## src/hdl/srms_div.sv

```systemverilog
`timescale 1ns / 1ps

module srms_div #(
   parameter int DIVIDEND_W = 43,
   parameter int DIVISOR_W  = 13
) (
   input  logic                  clock,
   input  logic                  reset,
   input  logic                  start,
   input  logic [DIVIDEND_W-1:0] dividend,
   input  logic [DIVISOR_W-1:0]  divisor,
   output logic                  done,
   output logic [DIVIDEND_W-1:0] quotient
);

   localparam int CNT_W = $clog2(DIVIDEND_W);

   logic                  busy_ff, busy_in;
   logic                  done_ff, done_in;
   logic [CNT_W-1:0]      cnt_ff, cnt_in;
   logic [DIVIDEND_W-1:0] quo_ff, quo_in;
   logic [DIVISOR_W-1:0]  rem_ff, rem_in;
   logic [DIVISOR_W:0]    trial;
   logic [DIVISOR_W:0]    diff;
   logic                  fits;

   // restoring division, one quotient bit a cycle
   always_comb begin
      trial   = {rem_ff, quo_ff[DIVIDEND_W-1]};
      diff    = trial - {1'b0, divisor};
      fits    = (trial >= {1'b0, divisor});
      busy_in = busy_ff;
      done_in = 1'b0;
      cnt_in  = cnt_ff;
      quo_in  = quo_ff;
      rem_in  = rem_ff;
      if (start) begin
         busy_in = 1'b1;
         cnt_in  = CNT_W'(DIVIDEND_W - 1);
         quo_in  = dividend;
         rem_in  = '0;
      end else if (busy_ff) begin
         quo_in = {quo_ff[DIVIDEND_W-2:0], fits};
         rem_in = fits ? diff[DIVISOR_W-1:0] : trial[DIVISOR_W-1:0];
         cnt_in = cnt_ff - 1'b1;
         if (cnt_ff == '0) begin
            busy_in = 1'b0;
            done_in = 1'b1;
         end
      end
   end

   always_ff @(posedge clock) begin
      if (reset) begin
         busy_ff <= 1'b0;
         done_ff <= 1'b0;
      end else begin
         busy_ff <= busy_in;
         done_ff <= done_in;
      end
      cnt_ff <= cnt_in;
      quo_ff <= quo_in;
      rem_ff <= rem_in;
   end

   assign done     = done_ff;
   assign quotient = quo_ff;

endmodule

```

## config.mk

```make
export PLATFORM = sky130hd
export DESIGN_NAME = srms_div
export DESIGN_NICKNAME = d
export VERILOG_FILES = /design/src/hdl/srms_div.sv
export SDC_FILE = /design/constraint.sdc
export NUM_CORES = 1
export LEC_CHECK = 0
export BUFFER_PORTS_ARGS = -buffer_cell sky130_fd_sc_hd__buf_2
export CORE_UTILIZATION = 52
export CTS_CLUSTER_SIZE = 20
export DETAILED_ROUTE_END_ITERATION = 10
export PLACE_DENSITY = 0.8
export SYNTH_ARGS = -nofsm -noshare
export SYNTH_HDL_FRONTEND = slang
export SYNTH_SLANG_ARGS = --single-unit
```

## constraint.sdc

```tcl
create_clock -name clock -period 2.6 [get_ports clock]
set_input_delay 0.13 -clock clock [delete_from_list [all_inputs] [get_ports clock]]
set_output_delay 0.13 -clock clock [all_outputs]
set_load 0.03 [all_outputs]
```

* After elaboration in Yosys (flattened, before gate mapping)
Cells that the tools add are included.
Word-level totals: input bits 59, register bits after elaboration 64, logic and storage cells 19, output and inout port bits 44
Operators by class: bitwise gates (word level) 1, add/sub/neg operators 2, multiplexer cells 7, $lt $le $gt $ge 1, reduce and logical (&&, ||, !) cells 3
Operators with widths (count):
- 2-to-1 mux 43 bit | 2
- greater-or-equal comparator 14 x 13 -> 1 bit | 1
- 2-to-1 mux 13 bit | 1
- subtractor 13 bit | 1
- logical NOT 6 bit | 1
- subtractor 6 x 1 -> 6 bit, second input constant | 1
- 2-to-1 mux 1 bit | 4
- OR reduction 3 bit | 1
- nonzero test 2 bit | 1
- inverter 1 bit | 1

* Depth between registers and ports, before layout
depth in word-level cells 4, gate-level depth with buffers 10, mapped depth without buffers 9

* Worst setup path before layout
No wires, ideal clock.
path kind register -> register, start register quo_ff[42] (netlist: quotient[42]), end register rem_ff[10], setup slack 125 ps, stages on the path, launching flop included 10, clock period less this slack 2475 ps, setup time 91 ps, arrival time 2384 ps, required time 2509 ps, buffers on the path 0, cell sequence edfxtp_1 > inv_1 > ha_1 > fa_1 > nor2b_1 > o31a_1 > o31ai_4 > a21o_2 > a221o_1 > a311oi_1
On the way: word-level cells in the longest chain between the ends 2, elaborated cells on any way between the ends 3, those cells by class 1 x add/sub; 1 x order compare; 1 x mux
Ends and longest elaborated chain:
- start, declared | RTL line 21 | logic [DIVIDEND_W-1:0] quo_ff, quo_in;
- start signal, assigned | RTL line 62 | quo_ff <= quo_in;
- subtractor 13 bit / greater-or-equal comparator 14 x 13 -> 1 bit (equally long branches) | RTL line 30, 31
- 2-to-1 mux 13 bit * | RTL line 44 | rem_in = fits ? diff[DIVISOR_W-1:0] : trial[DIVISOR_W-1:0];
- end signal, assigned | RTL line 63 | rem_ff <= rem_in;
- end, declared | RTL line 22 | logic [DIVISOR_W-1:0] rem_ff, rem_in;
Every way passes the cells marked *; elsewhere a longest branch is shown, timed or not. A chain may end at the register's enable or synchronous reset.

* Worst setup path in the final report
Ends and elaborated chain as after synthesis.

==> results.py <==
metrics = {
    "worst_setup_path": {
        "crit_chain": "inv_1 > ha_1 > fa_1 > nor2b_2 > o31a_1 > o31ai_4 > a21o_4 > a221o_1 > a311oi_1",
        "startpoint": "quotient[42]$_DFFE_PP_",
        "critPathBufInv": 1,
        "cp_top_family": "compound AO/OA/AOI/OAI gates",
        "end_kind": "register",
        "timing_worst_setup_path_type": "reg -> reg",
        "cp.arrival_ns": 2.71,
        "critPathMaxFanout": 13,
        "cp-start-kind": "register",
        "max_stage_delay_ns": 0.42,
        "worstPathRequired_ns": 2.85,
        "r2r-start": "quotient[42]$_DFFE_PP_",
        "slowest_stage": "fa_1",
    },
    "grt": {
        "overflow": 0,
        "grtUsageMet2_pct": 39.1,
        "grt_pass1_vias": 2586,
        "grt_max_degree": 48,
        "grt_pass1_wl_um": 12700,
        "use_met3_pct": 6.92,
        "antenna_found_initial": 0,
        "met1_usage_pct": 28.8,
        "grtUsageTotal_pct": 23.4,
        "busiest_layer": "met2",
    },
    "route": {
        "vias": 2766,
        "vias_per_cell": 5.62,
        "drc": 11,
        "drtAntennaViolNets": 0,
        "drtIter0Drc": 136,
        "wl_per_cell_um": 15.8,
        "wl_um": 7790,
        "dr.pass1.iters": 7,
    },
    "cts": {
        "clk_latency_ns": 0.34,
        "numClockSinks": 64,
        "path_clk_slew_ns": 0.08,
        "h-tree-depth": 3,
        "cts-root-buf": "clkbuf_8",
        "cts_tree": "built",
        "cts_buffers": 9,
        "cts_buffer_depth": 2,
    },
    "worst_hold_path": {
        "hp-start": "dividend[0]",
        "min_path_type": "in -> reg",
    },
    "placed_design": {
        "dp_hpwl_um": 5460,
        "placed_area_um2": 4070,
        "io_buffer_count": 102,
        "gp_congestion": 0.828,
    },
    "synth": {
        "ys_async_sr_fraction_pct": 0,
        "synth-main-ff-cell": "edfxtp_1",
        "synth_cell_types": 52,
        "synth-edff-count": 43,
        "syn_inst": 306,
        "postSynthAreaPerCell_um2": 11.4,
        "synth_nets": 381,
        "ys_seq_area_share_pct": 49.0,
        "synth-seq-cells": 64,
        "yosys_warnings": 0,
        "synth_area_um2": 3490,
    },
    "timing": {
        "period_minus_slack_ns": 2.46,
        "maxSlewHeadroom_pct": 61.8,
        "hold_slack_ns": 0.0881,
        "hold_viol": 0,
        "tns_ns": 0,
        "timing.final.max_slew_violations": 0,
        "worst_pin_slew_ns": 0.567,
        "final_min_period_over_clock_period_pct": 94.4,
        "setup_viol": 0,
        "fmax_mhz": 407,
        "skew_ns": 0.00598,
    },
    "power_and_ir_drop": {
        "finalPower_mw": 3.03,
        "ir_drop_v": 0.000449,
        "power_density_nw_per_um2": 698,
        "p_leak_nw": 1.87,
    },
    "run_status": {
        "failed_checks": "design-rule violations",
        "status": "finished, violations left",
    },
    "layout": {
        "antenna_cells": 0,
        "drive_above_1_share_pct": 43.4,
        "area.growth.synth_to_final_pct": 24.2,
        "fin_nets": 485,
        "stdcell_area_um2": 4340,
    },
    "flow_run": {
        "drv_cap": 0,
    },
    "die": {
        "initial_core_util_pct": 54.4,
        "fp.dieArea_um2": 7050,
        "die_h_um": 84.0,
        "rows": 29,
        "pin_count": 103,
        "die_width_um": 84.0,
        "core_um2": 6420,
    },
}
-- cells in the final DEF, fill, tap and decap left out, types with 3 or more instances in the layout --
| cell type | synthesis | routed |
|---|---|---|
| mux2_2 | 44 | 44 |
| xnor2_1 | 6 | 6 |
| nor3_1 | 5 | 5 |
| buf_4 | 0 | 6 |
| a31oi_1 | 4 | 4 |
| dfxtp_1 | 21 | 21 |
| nand3_1 | 13 | 13 |
| a311oi_1 | 11 | 11 |
| nor2_1 | 18 | 18 |
| o21ai_0 | 12 | 12 |
| bufinv_16 | 0 | 3 |
| ha_1 | 15 | 15 |
| clkbuf_8 | 0 | 9 |
| nand2b_1 | 5 | 5 |
| buf_2 | 2 | 102 |
| edfxtp_1 | 43 | 43 |
| nor3b_1 | 3 | 3 |
| inv_1 | 19 | 19 |
| nand2_1 | 12 | 12 |
| a21o_1 | 4 | 4 |
| xor2_1 | 5 | 5 |
| a21oi_1 | 13 | 13 |
-- timing repair --
action                                  in CTS  in global routing
endpoints found under the setup margin       0                  3
buffers inserted                             0                  0
hold buffers                                 1                  0
endpoints found under the hold margin        2                  0
resized for setup                            0                  2
-- per-layer routing --
| layer | vias to the layer above | part of all wire (%) |
|---|---|---|
| li1 | 1352 | - |
| met1 | 1322 | 42 |
| met4 | 0 | 1.8 |
| met3 | 12 | 4.5 |
| met2 | 80 | 52 |
| met5 | - | 0 |
-- kinds of logic (layout without fill, tap and decap cells) --
logic type                 count (synthesis)  in the layout  synth area share, %
muxes                                     46             46                 14.8
AOI/OAI and AO/OA                         63             63                 12.9
buffers and inverters                     35            144                 4.05
and+or+nand+nor                           71             71                 10.6
xor gates and xnor gates                  11             11                 2.76
adders and majority gates                 16             16                 5.95
DFF                                       64             64                 49.0
-- through the flow --
stage                     util (%)  worst slack [ns]  cells
final                         67.5             0.145    492
after floorplan                  -             0.125    306
after global placement        63.4             0.173    475
after CTS                     67.4            0.0806    492
after global routing          67.5          -0.00938    492
after detailed placement      63.4            0.0738    475
-- final timing paths --
check                                  to  slack [ns]  depth (start not counted)
setup / recovery  rem_ff[10]$_SDFFE_PP0P_        0.14                          9
hold / removal      quotient[0]$_DFFE_PP_        0.09                          2
setup reg to reg  rem_ff[10]$_SDFFE_PP0P_        0.14                          9
hold reg to reg    cnt_ff[0]$_SDFFE_PP0P_        0.48                          2
-- worst reg2reg max path, stage by stage (launching register included) --
cell and delay (ns):
edfxtp_1 0.34, inv_1 0.07, ha_1 0.20, fa_1 0.42, nor2b_2 0.17, o31a_1 0.21
o31ai_4 0.10, a21o_4 0.28, a221o_1 0.33, a311oi_1 0.26
-- cell type report --
| class | instances | area [um^2] |
|---|---|---|
| sequential | 64 | 1710 |
| fill | 492 | 2090 |
| clock buffer | 9 | 124 |
| tap | 77 | 96.3 |
| inverter | 19 | 71.3 |
| multi-input combinational | 207 | 1650 |
| clock inverter | 7 | 120 |
| timing repair buffer | 109 | 566 |
-- registers in the layout, summed over array words and instances, names as in the netlist --
signal / flops
quotient: 43
rem_ff: 13
cnt_ff: 6
busy_ff: 1
done: 1
-- where the power goes --
group / internal [mW] / switching (mW) / leakage [nW]
registers: 1.20 / 0.0571 / 0.605
logic: 0.283 / 0.432 / 1.15
clock network: 0.638 / 0.413 / 0.119
total: 2.13 / 0.903 / 1.87
-- Yosys cell counts, drive strengths merged (2+ instances only) --
cell type / number / area share (%)
clkbuf: 9 / 0.97
o21ai: 13 / 1.9
dfxtp: 21 / 12
nor3: 6 / 1.0
nand2: 12 / 1.3
nand2b: 5 / 0.90
a31oi: 4 / 0.72
mux2: 44 / 14
a21oi: 13 / 1.9
nor2b: 3 / 0.54
a21o: 5 / 1.1
or3b: 2 / 0.50
a311oi: 11 / 2.8
nor3b: 3 / 0.64
o22ai: 2 / 0.36
xnor2: 6 / 1.5
buf: 7 / 1.0
or2: 2 / 0.36
ha: 15 / 5.4
o31ai: 2 / 0.82
mux2i: 2 / 0.57
xor2: 5 / 1.3
edfxtp: 43 / 37
nand3: 14 / 2.1
inv: 19 / 2.0
nor2: 18 / 1.9
o21a: 2 / 0.43
No activity file was read; power rests on OpenSTA's default activity.
