[config.mk]
export PLATFORM = sky130hd
export DESIGN_NAME = srms_sqrt
export DESIGN_NICKNAME = d
export VERILOG_FILES = /design/src/hdl/srms_sqrt.sv
export SDC_FILE = /design/constraint.sdc
export NUM_CORES = 1
export LEC_CHECK = 0
export BUFFER_PORTS_ARGS = -buffer_cell sky130_fd_sc_hd__buf_4
export CORE_MARGIN = 10
export CORE_UTILIZATION = 33
export DETAILED_ROUTE_END_ITERATION = 10
export SLEW_MARGIN = 20
export SYNTH_ARGS = -nofsm -noshare
export SYNTH_HDL_FRONTEND = slang
export SYNTH_SLANG_ARGS = --single-unit
[constraint.sdc]
create_clock -name clock -period 2.5 [get_ports clock]
set_clock_uncertainty 0.1 [all_clocks]
set_input_delay 0.5 -clock clock [delete_from_list [all_inputs] [get_ports clock]]
set_output_delay 0.5 -clock clock [all_outputs]
set_load 0.02 [all_outputs]
[src/hdl/srms_sqrt.sv]
`timescale 1ns / 1ps

module srms_sqrt #(
   parameter int RAD_W  = 43,
   parameter int ROOT_W = (RAD_W + 1) / 2
) (
   input  logic              clock,
   input  logic              reset,
   input  logic              start,
   input  logic [RAD_W-1:0]  radicand,
   output logic              done,
   output logic [ROOT_W-1:0] root
);

   localparam int PAD_W = 2 * ROOT_W;
   localparam int CNT_W = (ROOT_W > 1) ? $clog2(ROOT_W) : 1;

   logic              busy_ff, busy_in;
   logic              done_ff, done_in;
   logic [CNT_W-1:0]  cnt_ff, cnt_in;
   logic [PAD_W-1:0]  rad_ff, rad_in;
   logic [ROOT_W+1:0] rem_ff, rem_in;
   logic [ROOT_W-1:0] root_ff, root_in;
   logic [ROOT_W+2:0] shifted;
   logic [ROOT_W+2:0] trial;
   logic [ROOT_W+2:0] diff;
   logic              fits;

   // digit-by-digit square root, one root bit a cycle
   always_comb begin
      shifted = {rem_ff[ROOT_W:0], rad_ff[PAD_W-1 -: 2]};
      trial   = {1'b0, root_ff, 2'b01};
      diff    = shifted - trial;
      fits    = (shifted >= trial);
      busy_in = busy_ff;
      done_in = 1'b0;
      cnt_in  = cnt_ff;
      rad_in  = rad_ff;
      rem_in  = rem_ff;
      root_in = root_ff;
      if (start) begin
         busy_in = 1'b1;
         cnt_in  = CNT_W'(ROOT_W - 1);
         rad_in  = PAD_W'(radicand);
         rem_in  = '0;
         root_in = '0;
      end else if (busy_ff) begin
         rad_in  = {rad_ff[PAD_W-3:0], 2'b00};
         rem_in  = fits ? diff[ROOT_W+1:0] : shifted[ROOT_W+1:0];
         root_in = {root_ff[ROOT_W-2:0], fits};
         cnt_in  = cnt_ff - 1'b1;
         if (cnt_ff == '0) begin
            busy_in = 1'b0;
            done_in = 1'b1;
         end
      end
   end

   always_ff @(posedge clock) begin
      if (reset) begin
         busy_ff <= 1'b0;
         done_ff <= 1'b0;
      end else begin
         busy_ff <= busy_in;
         done_ff <= done_in;
      end
      cnt_ff  <= cnt_in;
      rad_ff  <= rad_in;
      rem_ff  <= rem_in;
      root_ff <= root_in;
   end

   assign done = done_ff;
   assign root = root_ff;

endmodule

# [Yosys cells after proc, flatten, opt, wreduce, memory -nomap -nowiden]
# Cells that the tools add are included.
[totals] register_bits=96 input_bits=46 output_inout_bits=23 word_cells=21
[op_classes] addsub=2 order_cmp=1 n_mux=7 bitwise_logic=1 reduce_logical=3
[ops] cell="43-bit 2-to-1 mux" count=2
[ops] cell="25-bit by 24-bit greater-or-equal comparator with 1-bit output" count=1
[ops] cell="23-bit 2-to-1 mux" count=1
[ops] cell="23-bit subtractor" count=1
[ops] cell="5-bit logical NOT" count=1
[ops] cell="5-bit by 1-bit subtractor with 5-bit output, second input constant" count=1
[ops] cell="1-bit 2-to-1 mux" count=4
[ops] cell="3-bit OR reduction" count=1
[ops] cell="2-bit nonzero test" count=1
[ops] cell="1-bit NOT" count=1

# [Longest topological paths before layout]
[logic_depth] word_depth=4 depth_mapped=11 mapped_depth_nobuf=9

# [Worst setup path before layout]
# Ideal clock, no wire load.
[synth_timing] path_kind="flip-flop to flip-flop" from="reg root_ff[9], in the netlist root[9]" to="reg rem_ff[13]" setup_ns=0.086 arrival_ns=2.509 required_time_ns=2.314 slack_ns=-0.194 stages_incl_launch_ff=12 synth_period_minus_slack_ns=2.694 path_cell_list="dfxtp_1 inv_1 ha_1 and3_4 and2_1 o2bb2ai_4 a2111oi_2 o21ai_2 buf_6 buf_12 mux2i_1 a211oi_1"
[synth_between] elab_chain_cells=2 elab_cells_between_ends=3 cone_classes="add/sub: 1; order compare: 1; mux: 1"
[synth_lines] item="start: declaration" line_no="23" rtl="logic [ROOT_W-1:0] root_ff, root_in;"
[synth_lines] item="start signal: assignment" line_no="70" rtl="root_ff <= root_in;"
[synth_lines] item="23-bit subtractor or 25-bit by 24-bit greater-or-equal comparator with 1-bit output (tied branches)" line_no="33, 34"
[synth_lines] item="23-bit 2-to-1 mux *" line_no="49" rtl="rem_in = fits ? diff[ROOT_W+1:0] : shifted[ROOT_W+1:0];"
[synth_lines] item="end signal: assignment" line_no="69" rtl="rem_ff <= rem_in;"
[synth_lines] item="end: declaration" line_no="22" rtl="logic [ROOT_W+1:0] rem_ff, rem_in;"
# Every way passes the cells marked *; elsewhere a longest branch is shown, timed or not.
# A chain may end at the register's enable or synchronous reset.

# [Final worst setup path]
[layout_timing] from="reg root_ff[13], in the netlist root[13]" to="reg rem_ff[8]"
[layout_between] elab_chain_cells=2
[layout_lines] item="25-bit by 24-bit greater-or-equal comparator with 1-bit output" line_no="34" rtl="fits = (shifted >= trial);"
[layout_lines] item="23-bit 2-to-1 mux" line_no="49"
# Every way passes these cells.

==> implementation parameters <==
Parameter                              Value

Run status
  Result of the run ... complete, but fails checks
  Violations in the final reports ... negative setup slack

CTS
  Clock tree from TritonCTS ... done
  Buffer levels on the longest clock path ... 2
  Clock insertion delay at the later pin of the skew report ... 0.36 ns
  Num CTS Buffers ... 9
  Sink count of the clock tree ... 96
  Clock-pin slew of the registers on the worst-case setup and hold paths ... 0.07 ns
  CTS H-tree depth ... 3
  Clock Root Buffer ... clkbuf_16

Floorplanning
  Site row count ... 46
  Total Die Area ... 0.0214 sq mm
  Initial core utilization ... 0.334
  Total core area ... 0.0158 sq mm
  Die height ... 146 um
  Width of the chip ... 146 um
  Boundary pin count ... 69

Synthesis
  Average footprint of a synthesized cell ... 10.6 sq um
  Count of cell types in the netlist ... 68
  Synthesis-stage register bit count ... 96
  Post-synthesis cell type with the largest combined area ... edfxtp_1
  Synthesized Nets ... 567
  Dominant cells by area after synthesis ... edfxtp_1 (25%), dfxtp_1 (20%), mux2_2 (8.8%), mux2i_1 (6.8%), ha_1 (5.9%)
  Most used DFF post-synth ... dfxtp_1
  EDFF count, synth ... 43
  Sequential fraction of the synthesis area ... 0.446
  Synth warn ... 0
  Proportion of synthesized flip-flops having asynchronous set or reset ... 0
  Proportion of netlist area held by the largest area contributor ... 0.245
  Cell area after synthesis ... 0.00527 sq mm
  Cells after Synth ... 496

Finish
  Summed area of non-filler cells in the final layout ... 0.00695 sq mm
  Fraction of final layout cells sized beyond drive strength 1 ... 0.412
  Final cell count without fillers ... 827
  Area growth, synth to finish ... 31.9%
  Fill cells ... 1530
  Fin nets ... 677
  Total inserted antenna cells ... 0
  Share of the core filled with cells ... 0.441

Global route
  Aggregate global routing overflow ... 0
  Number of global-route vias before repair ... 4170
  GR Util All Layers ... 0.117
  Largest net degree at the start of global routing ... 92
  Antenna violations before repair ... 0
  Global-route wire length before repair ... 20.7 mm

Detailed routing
  Detailed Routing Iterations Pass 1 ... 5
  Via density per instance ... 4.88
  Residual antenna-violating net count after detailed routing ... 0
  Post-detailed-routing wire length ... 12.7 mm
  Via total after detailed routing ... 4038
  Iteration-0 DRC count of the detailed router ... 203
  Post-route DRC violation count ... 0
  Per-cell routed wire length ... 15.3 um

Worst hold path
  Hold depth ... 2
  Hold path startpoint ... reset
  End of the worst hold path ... busy_ff
  Worst Hold Class ... input pin to flop

Timing
  Fmax ... 398 MHz
  Slew Limit Headroom ... 0.451
  Total of endpoints with negative setup slack in the final report ... 1
  Final Max Slew Viols ... 0
  Slew at the pin closest to its max-slew limit ... 0.820 ns
  RSZ-0062 raised after global routing ... yes
  Final number of hold-violating endpoints ... 0
  Post-route minimum period ... 2.51 ns
  Period Utilization, post-route ... 1.01
  Slack of the critical path ... -0.0141 ns
  Final Hold Slack ... 0.200 ns

Critical path
  CP Class ... flop to flop
  Worst Setup End Kind ... flop
  CP required ... 2.63 ns
  Worst path cell trace ... inv_1, ha_4, and3_4, nand4_1, o41ai_2, a2111oi_4, o21ai_4, clkbuf_16, mux2i_4, a211oi_2
  Capturing point of the worst reg2reg path ... rem_ff[8]
  Maximum single-stage delay on the critical path ... 0.43 ns
  Arrival time at the worst endpoint ... 2.64 ns
  Worst-path maximum fanout ... 6
  Reg2reg path depth ... 10
  Origin of the critical flop-to-flop path ... root[13]
  Type of element launching the critical path ... flop
  Worst path slowest cell ... o41ai_2
  Worst-case register-to-register setup slack ... -0.01 ns

Placed design
  Routability congestion estimate ... 0.836
  Setup Slack @ Placement ... -0.00541 ns
  Placed inst area ... 0.00637 sq mm
  Number of placed instances, taps included ... 801
  Quantity of I/O buffers inserted on ports ... 68
  Detailed Place HPWL ... 9.11 mm

Job
  Count of maximum capacitance violations ... 0

Power
  VDD IR-drop max ... 0.697 mV
  Power density over the cells ... 1090 mW/mm^2
  Leakage power summed over all cells ... 2.79 nW
timing repair:
action / 4_1_cts / 5_1_grt
gates resized for setup: 1 / 47
setup buffers: 1 / 8
gates cloned: 0 / 1
hold buffers: 0 / 0
pin swaps: 0 / 26
endpoints found under the setup margin: 1 / 24
worst max-delay path by stage:
stage | startpoint | to | slack [ns] | cells after the start
finish | root[13] | rem_ff[8] | -0.01 | 10
global route | root[13] | rem_ff[8] | -0.11 | 10
CTS | root[5] | rem_ff[19] | 0.005 | 10
detailed placement | root[10] | rem_ff[5] | -0.005 | 10
global placement | root[10] | rem_ff[15] | 0.07 | 10
floorplan | root[2] | rem_ff[11] | 0.00003 | 11
synthesized netlist by cell type (2+ instances only):
cell type	number
clkbuf_1	10
edfxtp_1	43
mux2i_1	36
buf_1	2
nor2b_1	2
inv_1	31
buf_4	2
nor3_1	10
buf_6	3
nand4b_1	2
buf_2	3
o31ai_1	3
nor4_1	2
a211oi_1	15
o311ai_0	4
and2_1	4
o21ai_0	13
o2111ai_1	2
nand4_1	2
and3_1	2
dfxtp_1	53
xnor2_1	14
a31oi_1	4
nand2_1	19
mux2_2	41
a22oi_1	2
nor2_1	55
nand2b_1	7
xor2_1	7
a311oi_1	3
a21o_1	10
nand3_1	11
ha_1	25
a21oi_1	16
or2_2	2
o21a_1	4
cell type report:
type                       count  area (sq um)  area share
inverter                      31           116      0.0167
tap                          216           270      0.0389
clock inverter                 6          56.3     0.00810
clock buffer                  10           229      0.0329
timing repair buffer         121           962       0.138
multi-input combinational    347          2940       0.422
sequential                    96          2380       0.343
routing by layer:
layer	track usage	up-vias	wire length [um]
met5	0	-	0
met3	0.0454	10	843
met4	0.0395	0	174
li1	-	2033	-
met1	0.145	1914	5730
met2	0.181	81	5930
worst max-delay path, delay by kind of cell (launching register included):
family                     cells  cell delay [ns]
AOI/OAI and AO/OA              4             0.83
DFF                            1             0.36
buffers and inverters          2             0.28
muxes                          1             0.22
and+or+nand+nor                2             0.32
adders and majority gates      1             0.27
registers in the layout, summed over array words and instances (netlist names):
register and count:
done 1, rem_ff 23, rad_ff 44, root 22
cnt_ff 5, busy_ff 1
report_power, final:
part | internal (mW) | switching (mW) | leakage (nW)
Sequential | 1.86 | 0.158 | 0.877
Clock | 0.701 | 0.665 | 0.138
Combinational | 2.20 | 2.02 | 1.78
Total | 4.76 | 2.84 | 2.79
metrics by stage:
| stage | total power [mW] | TNS [ns] |
|---|---|---|
| 6_report | 7.60 | -0.0141 |
| 2_1_floorplan | 4.65 | 0 |
| 3_5_place_dp | 5.62 | -0.00541 |
| 3_3_place_gp | 5.54 | 0 |
| 4_1_cts | 7.06 | 0 |
| 5_1_grt | 8.13 | -1.25 |
logic make-up after synthesis:
kind of cell / Yosys count / synth area share
adder cells (fa/ha/maj): 25 / 0.0594
AO/OA/AOI/OAI: 96 / 0.137
AND/OR/NAND/NOR: 128 / 0.117
XOR/XNOR: 21 / 0.0349
flip-flops: 96 / 0.446
multiplexers: 77 / 0.156
buffers and inverters: 53 / 0.0484
placed cells by master (no fill, tap or decap), types with 4 or more instances in the layout:
| cell type | n |
|---|---|
| o21ai_1 | 5 |
| ha_4 | 12 |
| and2_1 | 4 |
| nand2_1 | 19 |
| a21o_1 | 10 |
| ha_1 | 9 |
| clkbuf_16 | 10 |
| a31oi_1 | 4 |
| xor2_1 | 7 |
| o21ai_0 | 9 |
| edfxtp_1 | 43 |
| mux2i_1 | 34 |
| nor2_1 | 54 |
| buf_4 | 115 |
| ha_2 | 4 |
| inv_1 | 28 |
| dfxtp_1 | 31 |
| a211oi_1 | 12 |
| nand2b_1 | 7 |
| mux2_2 | 41 |
| nor3_1 | 9 |
| xnor2_1 | 14 |
| nand3_1 | 9 |
| a211oi_2 | 4 |
| a21oi_1 | 14 |
| dfxtp_2 | 21 |
(Power assumes the default switching activity.)
